$ cat src/mexp_pkg.sv
// shared types for the modular exponentiation unit
// no dependencies; imported by the top level sequencer
package mexp_pkg;

	// sequencer states, one-hot
	typedef enum logic [4:0] {
		ST_IDLE  = 5'b00001,
		ST_RESID = 5'b00010,
		ST_MUL   = 5'b00100,
		ST_SQR   = 5'b01000,
		ST_OUT   = 5'b10000
	} state_t;

endpackage

$ cat src/mexp_resid.sv
// bit-serial residue of a signed base modulo an unsigned modulus
// standalone; used by modular_exponentiation_unit
module mexp_resid #(
	parameter int OPERAND_WIDTH = 32
) (
	input  logic                       clk,
	input  logic                       arst_n,
	input  logic                       start,
	input  logic [OPERAND_WIDTH-1:0]   base_raw,
	input  logic [OPERAND_WIDTH-2:0]   modulus,
	output logic                       done,
	output logic [OPERAND_WIDTH-2:0]   residue
);

	localparam int W  = OPERAND_WIDTH;
	localparam int MW = OPERAND_WIDTH - 1;
	localparam int CW = $clog2(W + 1);

	logic          busy_q;
	logic          done_q;
	logic [CW-1:0] cnt_q;
	logic          neg_q;
	logic [W-1:0]  mag_q;
	logic [W-1:0]  r_q;
	logic [MW-1:0] m_q;

	logic [W-1:0]  shifted;
	logic [W-1:0]  m_ext;
	logic [W-1:0]  r_next;
	logic [MW-1:0] lifted;

	// one restoring step: bring in the next magnitude bit, subtract if over
	assign shifted = {r_q[W-2:0], mag_q[W-1]};
	assign m_ext   = {1'b0, m_q};
	assign r_next  = (shifted >= m_ext) ? (shifted - m_ext) : shifted;

	// negative bases map a nonzero remainder to modulus minus remainder
	assign lifted = (neg_q && (r_q[MW-1:0] != '0)) ? (m_q - r_q[MW-1:0]) : r_q[MW-1:0];

	// control
	always_ff @(posedge clk or negedge arst_n) begin
		if (!arst_n) begin
			busy_q <= 1'b0;
			done_q <= 1'b0;
			cnt_q  <= '0;
		end else begin
			done_q <= 1'b0;
			if (start) begin
				busy_q <= 1'b1;
				cnt_q  <= CW'(W);
			end else if (busy_q) begin
				if (cnt_q == '0) begin
					busy_q <= 1'b0;
					done_q <= 1'b1;
				end else begin
					cnt_q <= cnt_q - 1'b1;
				end
			end
		end
	end

	// datapath
	always_ff @(posedge clk) begin
		if (start) begin
			neg_q <= base_raw[W-1];
			mag_q <= base_raw[W-1] ? (~base_raw + 1'b1) : base_raw;
			r_q   <= '0;
			m_q   <= modulus;
		end else if (busy_q) begin
			if (cnt_q == '0) begin
				r_q <= {1'b0, lifted};
			end else begin
				r_q   <= r_next;
				mag_q <= {mag_q[W-2:0], 1'b0};
			end
		end
	end

	assign done    = done_q;
	assign residue = r_q[MW-1:0];

endmodule

$ cat src/mexp_modmul.sv
// bit-serial interleaved modular multiplier, one multiplier bit per cycle
// standalone; used by modular_exponentiation_unit
module mexp_modmul #(
	parameter int OPERAND_WIDTH = 32
) (
	input  logic                       clk,
	input  logic                       arst_n,
	input  logic                       start,
	input  logic [OPERAND_WIDTH-2:0]   x,
	input  logic [OPERAND_WIDTH-2:0]   y,
	input  logic [OPERAND_WIDTH-2:0]   modulus,
	output logic                       done,
	output logic [OPERAND_WIDTH-2:0]   product
);

	localparam int MW = OPERAND_WIDTH - 1;
	localparam int CW = $clog2(MW + 1);

	logic          busy_q;
	logic          done_q;
	logic [CW-1:0] cnt_q;
	logic [MW-1:0] acc_q;
	logic [MW-1:0] x_q;
	logic [MW-1:0] y_q;
	logic [MW-1:0] m_q;

	logic [MW+1:0] t;
	logic [MW+2:0] d1;
	logic [MW+2:0] d2;
	logic [MW-1:0] acc_next;

	// double the accumulator, add x when the multiplier bit is set;
	// the sum stays below three times the modulus
	assign t  = {1'b0, acc_q, 1'b0} + {2'b00, (y_q[MW-1] ? x_q : {MW{1'b0}})};
	assign d1 = {1'b0, t} - {3'b000, m_q};
	assign d2 = {1'b0, t} - {2'b00, m_q, 1'b0};

	// pick the reduced value with parallel subtractions
	always_comb begin
		priority if (!d2[MW+2]) begin
			acc_next = d2[MW-1:0];
		end else if (!d1[MW+2]) begin
			acc_next = d1[MW-1:0];
		end else begin
			acc_next = t[MW-1:0];
		end
	end

	// control
	always_ff @(posedge clk or negedge arst_n) begin
		if (!arst_n) begin
			busy_q <= 1'b0;
			done_q <= 1'b0;
			cnt_q  <= '0;
		end else begin
			done_q <= 1'b0;
			if (start) begin
				busy_q <= 1'b1;
				cnt_q  <= CW'(MW);
			end else if (busy_q) begin
				cnt_q <= cnt_q - 1'b1;
				if (cnt_q == CW'(1)) begin
					busy_q <= 1'b0;
					done_q <= 1'b1;
				end
			end
		end
	end

	// datapath, multiplier scanned from the top bit
	always_ff @(posedge clk) begin
		if (start) begin
			acc_q <= '0;
			x_q   <= x;
			y_q   <= y;
			m_q   <= modulus;
		end else if (busy_q) begin
			acc_q <= acc_next;
			y_q   <= {y_q[MW-2:0], 1'b0};
		end
	end

	assign done    = done_q;
	assign product = acc_q;

endmodule

$ cat src/modular_exponentiation_unit.sv
// modular exponentiation, right-to-left square and multiply, one item at a time
// steps: base residue, then one modular multiply per set exponent bit and one square
// per bit below the top, then the output register
// a zero exponent or zero modulus skips the residue and multiplies and goes to the output
// the single shared bit-serial multiplier does every multiply and square in turn
// reset: asynchronous, active low; clears the sequencer and the output valid
module modular_exponentiation_unit
	import mexp_pkg::*;
#(
	parameter int OPERAND_WIDTH = 32
) (
	input  logic                              clk,
	input  logic                              arst_n,
	input  logic                              in_valid,
	output logic                              in_stall,
	input  logic signed [OPERAND_WIDTH-1:0]   base_value,
	input  logic        [OPERAND_WIDTH-2:0]   exponent_value,
	input  logic        [OPERAND_WIDTH-2:0]   modulus_value,
	output logic                              out_valid,
	input  logic                              out_stall,
	output logic        [OPERAND_WIDTH-2:0]   power_result
);

	localparam int MW = OPERAND_WIDTH - 1;

	state_t        state_q;
	logic          mul_start_q;
	logic          mul_sq_q;
	logic          out_valid_q;
	logic [MW-1:0] e_q;
	logic [MW-1:0] m_q;
	logic [MW-1:0] res_q;
	logic [MW-1:0] pow_q;
	logic [MW-1:0] out_q;

	logic          in_xfer;
	logic          load_out;
	logic          resid_start;
	logic          resid_done;
	logic [MW-1:0] resid_val;
	logic          mul_done;
	logic [MW-1:0] mul_y;
	logic [MW-1:0] mul_prod;

	assign in_stall    = (state_q != ST_IDLE);
	assign in_xfer     = in_valid && (state_q == ST_IDLE);
	assign resid_start = in_xfer && (exponent_value != '0) && (modulus_value != '0);
	assign load_out    = (state_q == ST_OUT) && (!out_valid_q || !out_stall);
	assign mul_y       = mul_sq_q ? pow_q : res_q;

	// base residue
	mexp_resid #(
		.OPERAND_WIDTH(OPERAND_WIDTH)
	) u_resid (
		.clk      (clk),
		.arst_n   (arst_n),
		.start    (resid_start),
		.base_raw (base_value),
		.modulus  (modulus_value),
		.done     (resid_done),
		.residue  (resid_val)
	);

	// shared multiplier for both multiply and square
	mexp_modmul #(
		.OPERAND_WIDTH(OPERAND_WIDTH)
	) u_modmul (
		.clk     (clk),
		.arst_n  (arst_n),
		.start   (mul_start_q),
		.x       (pow_q),
		.y       (mul_y),
		.modulus (m_q),
		.done    (mul_done),
		.product (mul_prod)
	);

	// sequencer
	always_ff @(posedge clk or negedge arst_n) begin
		if (!arst_n) begin
			state_q     <= ST_IDLE;
			mul_start_q <= 1'b0;
			mul_sq_q    <= 1'b0;
		end else begin
			mul_start_q <= 1'b0;
			unique case (state_q)
				ST_IDLE: begin
					if (in_xfer) begin
						state_q <= resid_start ? ST_RESID : ST_OUT;
					end
				end
				ST_RESID: begin
					if (resid_done) begin
						mul_start_q <= 1'b1;
						mul_sq_q    <= !e_q[0];
						state_q     <= e_q[0] ? ST_MUL : ST_SQR;
					end
				end
				ST_MUL: begin
					if (mul_done) begin
						if (e_q[MW-1:1] == '0) begin
							state_q <= ST_OUT;
						end else begin
							mul_start_q <= 1'b1;
							mul_sq_q    <= 1'b1;
							state_q     <= ST_SQR;
						end
					end
				end
				ST_SQR: begin
					if (mul_done) begin
						mul_start_q <= 1'b1;
						mul_sq_q    <= !e_q[1];
						state_q     <= e_q[1] ? ST_MUL : ST_SQR;
					end
				end
				ST_OUT: begin
					if (load_out) begin
						state_q <= ST_IDLE;
					end
				end
				default: begin
					state_q <= ST_IDLE;
				end
			endcase
		end
	end

	// exponent, modulus, running result and power
	always_ff @(posedge clk) begin
		if (in_xfer) begin
			e_q <= exponent_value;
			m_q <= modulus_value;
			if (exponent_value == '0) begin
				res_q <= MW'(1);
			end else if ((modulus_value == '0) || (modulus_value == MW'(1))) begin
				res_q <= '0;
			end else begin
				res_q <= MW'(1);
			end
		end
		if ((state_q == ST_RESID) && resid_done) begin
			pow_q <= resid_val;
		end
		if ((state_q == ST_MUL) && mul_done) begin
			res_q <= mul_prod;
		end
		if ((state_q == ST_SQR) && mul_done) begin
			pow_q <= mul_prod;
			e_q   <= {1'b0, e_q[MW-1:1]};
		end
	end

	// output register, freed by a transfer on the output side
	always_ff @(posedge clk or negedge arst_n) begin
		if (!arst_n) begin
			out_valid_q <= 1'b0;
		end else if (load_out) begin
			out_valid_q <= 1'b1;
		end else if (!out_stall) begin
			out_valid_q <= 1'b0;
		end
	end

	always_ff @(posedge clk) begin
		if (load_out) begin
			out_q <= res_q;
		end
	end

	assign out_valid    = out_valid_q;
	assign power_result = out_q;

endmodule
$ cat config.mk
export PLATFORM = sky130hd
export DESIGN_NAME = modular_exponentiation_unit
export DESIGN_NICKNAME = d
export VERILOG_FILES = /design/src/mexp_pkg.sv /design/src/mexp_resid.sv /design/src/mexp_modmul.sv /design/src/modular_exponentiation_unit.sv
export SDC_FILE = /design/constraint.sdc
export NUM_CORES = 1
export LEC_CHECK = 0
export BUFFER_PORTS_ARGS = -buffer_cell sky130_fd_sc_hd__buf_2
export CAP_MARGIN = 20
export CORE_AREA = 2 2 221 386
export DETAILED_ROUTE_END_ITERATION = 10
export DIE_AREA = 0 0 223 388
export GPL_ROUTABILITY_DRIVEN = 0
export SLEW_MARGIN = 15
export SYNTH_ARGS = -nofsm -noshare
export SYNTH_HDL_FRONTEND = slang
export SYNTH_SLANG_ARGS = --single-unit
$ cat constraint.sdc
create_clock -name clk -period 6.8 [get_ports clk]
set_clock_uncertainty 0.1 [all_clocks]
set_input_delay 0.68 -clock clk [delete_from_list [all_inputs] [get_ports clk]]
set_output_delay 0.68 -clock clk [all_outputs]
set_load 0.01 [all_outputs]
# Word-level counts from Yosys, hierarchy flattened

Index checks and enable logic that the tools add are counted.

Register bits: 397
Output and inout port bits: 33

Reduce and logical (&&, ||, !) cells: 31
Bitwise operators: 1
Eq/ne operators: 17
$lt $le $gt $ge: 1
Add/sub/neg operators: 8
Muxes and demuxes: 60

Operator list:

| kind                                                 | number |
|---|---|
| 2-to-1 mux 31 bit                                    | 13 |
| 2-to-1 mux 32 bit                                    | 4 |
| nonzero test 31 bit                                  | 3 |
| logical NOT 31 bit                                   | 2 |
| subtractor 31 bit                                    | 2 |
| 2-to-1 mux 30 bit                                    | 2 |
| 2-to-1 mux 5 bit                                     | 9 |
| subtractor 33 x 31 -> 34 bit                         | 1 |
| subtractor 33 x 32 -> 34 bit                         | 1 |
| adder 32 x 31 -> 33 bit                              | 1 |
| adder 32 x 1 -> 32 bit, second input constant        | 1 |
| greater-or-equal comparator 32 x 31 -> 1 bit         | 1 |
| inverter 32 bit                                      | 1 |
| equality test 31 x 1 -> 1 bit, second input constant | 1 |
| logical NOT 30 bit                                   | 1 |
| one-hot mux 5 bit (5 select lines)                   | 1 |
| 2-to-1 mux 1 bit                                     | 24 |
| 2-to-1 mux 6 bit                                     | 3 |
| equality test 5 x 1 -> 1 bit, second input constant  | 2 |
| != test 2 x 1 -> 1 bit, second input constant        | 5 |
| AND reduction 5 bit                                  | 2 |
| nonzero test 2 bit                                   | 5 |
| logical AND 1 bit                                    | 8 |
| 2-to-1 mux 4 bit                                     | 2 |
| 14 further kinds                                     | 23 |

# Longest topological paths before layout

Depth in word-level cells: 7
Gate-level depth with buffers: 26
Depth with buffers taken out: 23

# Modules after synthesis

From an unflattened synthesis, not the netlist that was laid out.

Cells, all modules: 2,486
Area total of the unflattened synthesis: 25,479.4 um^2

Modules (own cells, without submodules):

| module                      | area each (um^2) | instances | cells each |
|---|---|---|---|
| mexp_modmul                 | 10,044.6         | 1         | 1,073 |
| mexp_resid                  | 8,489.4          | 1         | 1,024 |
| modular_exponentiation_unit | 6,945.4          | 1         | 389 |

# Least setup slack after synthesis

No wires, ideal clock.

Path type: register -> register
Start point: register u_modmul.y_q[30]
End point: register u_modmul.acc_q[6] (netlist: u_modmul.product[6])
Data required time: 6,588 ps
Cell stages (with the launch flop): 22
Setup slack: 1,638 ps
Period minus slack after synthesis: 5,162 ps
Arrival: 4,950 ps
Cells stage by stage: edfxtp_1 -> clkbuf_1 -> and2_1 -> ha_1 -> inv_1 -> fa_1 -> nand2b_1 -> a21oi_1 -> a21boi_2 -> a311oi_4 -> a31oi_4 -> or2_2 -> o2111a_1 -> a311o_1 -> ha_1 -> a21o_1 -> a21oi_1 -> or4b_1 -> a21o_1 -> buf_6 -> mux2i_1 -> a2111oi_1

Word-level cells in the longest chain between the ends: 5

RTL lines:

| item                         | RTL line          | RTL |
|---|---|---|
| start: declaration           | mexp_modmul.sv:24 | `logic [MW-1:0] y_q;` |
| start signal: assignment     | mexp_modmul.sv:75 | `y_q <= y;` |
| start signal: assignment     | mexp_modmul.sv:79 | `y_q <= {y_q[MW-2:0], 1'b0};` |
| 2-to-1 mux 31 bit *          | mexp_modmul.sv:34 | `assign t = {1'b0, acc_q, 1'b0} + {2'b00, (y_q[MW-1] ? x_q : {MW{1'b0}})};` |
| adder 32 x 31 -> 33 bit *    | mexp_modmul.sv:34 |  |
| subtractor 33 x 31 -> 34 bit | mexp_modmul.sv:35 | `assign d1 = {1'b0, t} - {3'b000, m_q};` |
| 2-to-1 mux 31 bit            | mexp_modmul.sv:42 | `end else if (!d1[MW+2]) begin` |
| 2-to-1 mux 31 bit *          | mexp_modmul.sv:40 | `priority if (!d2[MW+2]) begin` |
| end signal: assignment       | mexp_modmul.sv:78 | `acc_q <= acc_next;` |
| end: declaration             | mexp_modmul.sv:22 | `logic [MW-1:0] acc_q;` |

Every way passes the cells marked *; elsewhere a longest branch is shown, timed or not.
A chain may end at the register's enable or synchronous reset.

# Worst setup path after layout

Start point: register u_modmul.y_q[30]
End point: register u_modmul.acc_q[28] (netlist: u_modmul.product[28])

The elaborated chain is that of the path after synthesis.

==> results.cfg <==
[worst_setup_path]
critPathBufInv = 3
endpoint_kind = flop
critical_path.max_stage_delay_ns = 0.89
cpMostUsedCell = a21oi_1
cp_cell_sequence = and2_1 -> ha_1 -> inv_1 -> fa_1 -> nand2b_1 -> a21oi_1 -> a21boi_2 -> a311oi_4 -> buf_4 -> a21o_1 -> a21oi_1 -> xnor2_1 -> ha_1 -> and3_1 -> and3_1 -> nand2_1 -> a21oi_1 -> a2111oi_0 -> buf_4 -> or2_2 -> a21oi_1 -> a2111o_1 -> a31oi_1 -> a211oi_1
crit_fanout = 14
path_class = reg2reg
critPathTopFamily = compound AO/OA/AOI/OAI gates
cp.required_ns = 7.13
cp_slowest_cell = a2111oi_0
worstPathArrival_ns = 6.71
startpoint_type = flop

[route]
routedWlPerCell_um = 19.77
drtPass1Iterations = 5
vias = 19440
drc = 0
final_antenna_net_count = 0
initialDrtViolationCount = 907
avgViaCountPerCell = 5.280
wl_mm = 72.76

[yosys]
synth_cell_type_count = 90
yosysTopAreaCell = edfxtp_1
synthFlopType = edfxtp_1
yosysSeqAreaShare = 0.4500
synth_nets = 2735
synth.area.top_cells = edfxtp_1, ha_1, dfxtp_1, a21oi_1, nor2_1
synth_warnings = 0
syn_area_sq_um = 24840
synth_area_per_cell_sq_um = 10.03
synthCells = 2475
ys_async_sr_fraction = 0.05793
synth_top_cell_area_share = 0.3760
ys_seq_elements = 397
synth_edf_count = 311

[cells_and_area]
nFillCells = 8489
area_growth_pct = 13.26
layout.cells.non_filler = 3681
drive_gt1_frac = 0.1255
num-nets-final = 2841

[power]
p_switching_mw = 6.224
clock_power_share = 0.172
switching_share = 0.4429
internal_power_mw = 7.830
finalPower_mw = 14.05
ir_drop_v = 0.0002207
power_density_nw_per_um2 = 499.6
p_seq_frac = 0.285
comb_power_share = 0.544
leakagePower_nw = 11.12

[die]
core_area_sq_um = 83200
start_util = 0.2985
rows = 140
dieHeight_um = 388
die_x_um = 223
ios = 131
die_area_sq_um = 86520

[place]
place_hpwl_mm = 56.33
portBuffers = 130
dp.cells = 3601

[cts]
numCtsBuffers = 41
root_buffer = clkbuf_16
clock-sinks = 397
clkSlewWorstSetupHoldPaths_ns = 0.07
post_cts_resized = 0
cts_htree_levels = 2
insertion_delay_ns = 0.57
clock_path_buffers = 3
cts_setup_buffers = 0
cts_hold_buf = 0
cts_tree = yes

[global_route]
antenna_found_initial = 5
grt_max_degree = 84
grt_overflow = 0
grt_pass1_vias = 19890
grt_use_total = 0.1653
grt_pass1_wl_mm = 112.1

[sta]
setup-violations-final = 0
hold_viol = 0
tns_ns = 0
slew_headroom = 0.2707
hold_ws_ns = 0.01649
rsz0062_at_grt = no
slew_violations = 0
finalCriticalPeriod_ns = 6.383
worstMarginPinSlew_ns = 1.094
max_clock_freq_ghz = 0.1567
timing.final.crit_share = 0.9387

[run]
maxCapViolCount = 0

[status]
status = finished clean

[min_path]
hold_path.class = in2async
-- worst paths after layout --
check                                           start                           endpoint  slack, ns  cells after the start
hold reg to reg                     m_q[27]$_DFFE_PP_         u_modmul.m_q[27]$_DFFE_PP_       0.31                      0
hold / removal                                 arst_n      u_modmul.cnt_q[2]$_DFFE_PN0P_       0.02                      1
setup / recovery           u_modmul.y_q[30]$_DFFE_PP_  u_modmul.product[28]$_SDFFE_PP0P_       0.42                     24
min in group clk                     modulus_value[4]                   m_q[4]$_DFFE_PP_       0.22                      1
max in group asynchronous                      arst_n              mul_start_q$_DFF_PN0_       6.13                      1
setup reg to reg           u_modmul.y_q[30]$_DFFE_PP_  u_modmul.product[28]$_SDFFE_PP0P_       0.42                     24
-- per-stage QoR --
step | cell area [sq um] | setup WS (ns) | util
finish | 28130 | 0.4168 | 0.3381
global route | 28130 | 0.1543 | 0.3380
CTS | 28080 | 0.5487 | 0.3375
detailed placement | 26670 | 0.5682 | 0.3205
global placement | 26670 | 0.5414 | 0.3205
floorplan | 24840 | 1.638 | -
-- routing by layer --
layer / wire length [um] / GRT usage
met5: 24 / 0
met4: 4446 / 0.09250
met1: 27530 / 0.1751
met3: 2224 / 0.01743
met2: 38530 / 0.3149
-- power groups by stage --
stage          combinational, mW  clock (mW)  sequential (mW)
6_report                    7.64        2.42             4.00
3_3_place_gp                7.47           0             4.04
5_1_grt                     8.44        2.54             4.07
2_1_floorplan               5.79           0             3.72
3_5_place_dp                7.52           0             4.04
4_1_cts                     7.56        2.47             4.00
-- cell usage after synthesis (35+ instances only) --
master	count
clkbuf_1	72
nor2_1	226
edfxtp_1	311
and2_1	37
nand3_1	48
mux2i_1	58
a21o_1	56
nand2b_1	37
nor4_1	35
ha_1	157
dfxtp_1	63
a211oi_1	44
inv_1	148
xnor2_1	83
nor3_1	40
nand2_1	142
o21ai_0	109
xor2_1	68
and3_1	50
a21oi_1	222
mux2_2	60
-- cells by family (layout without fill, tap and decap cells) --
family	count (synthesis)	count (layout)	share of synthesized area
and+or+nand+nor	715	715	0.1415
AOI/OAI and AO/OA	686	686	0.1832
DFF	397	397	0.4500
buffers and inverters	246	385	0.03829
adders and majority gates	162	162	0.08313
xor gates and xnor gates	151	151	0.05325
muxes	118	118	0.05058
other	0	2	0
-- flip-flops by register name, indices dropped and copies added (netlist names) --
name and flops:
u_resid.mag_q 32, u_modmul.done 1, u_modmul.cnt_q 5, power_result 31
m_q 31, u_resid.busy_q 1, state_q 5, e_q 31
u_resid.cnt_q 6, u_resid.r_q 31, u_modmul.y_q 31, u_resid.m_q 31
u_resid.done 1, u_resid.neg_q 1, mul_start_q 1, res_q 31
u_modmul.m_q 31, out_valid 1, pow_q 31, u_modmul.x_q 31
mul_sq_q 1, u_modmul.product 31, u_modmul.busy_q 1
-- layout make-up --
cell class | count | area [sq um] | share of cell area
sequential | 397 | 11180 | 0.3975
antenna | 2 | 5.005 | 0.0001779
clock inverter | 29 | 360.3 | 0.01281
tap | 1065 | 1333 | 0.04737
multi-input combinational | 1832 | 12730 | 0.4527
timing repair buffer | 159 | 892.1 | 0.03172
inverter | 150 | 563.0 | 0.02002
clock buffer | 47 | 1059 | 0.03763
-- layout by cell type, fill, tap and decap left out, types with 23 or more instances in the layout --
master | synthesis | layout
edfxtp_1 | 311 | 311
nor2_1 | 226 | 226
a21oi_1 | 222 | 221
ha_1 | 157 | 157
inv_1 | 148 | 148
nand2_1 | 142 | 141
buf_2 | 10 | 130
o21ai_0 | 109 | 109
xnor2_1 | 83 | 83
xor2_1 | 68 | 68
dfxtp_1 | 63 | 63
mux2_2 | 60 | 60
mux2i_1 | 58 | 58
a21o_1 | 56 | 56
and3_1 | 50 | 50
nand3_1 | 48 | 48
a211oi_1 | 44 | 44
clkbuf_16 | 0 | 41
nor3_1 | 40 | 39
and2_1 | 37 | 37
nand2b_1 | 37 | 37
nor4_1 | 35 | 35
o21a_1 | 28 | 28
buf_4 | 0 | 27
o211ai_1 | 26 | 26
a31oi_1 | 24 | 24
nand4_1 | 23 | 23
(Power assumes the default switching activity.)
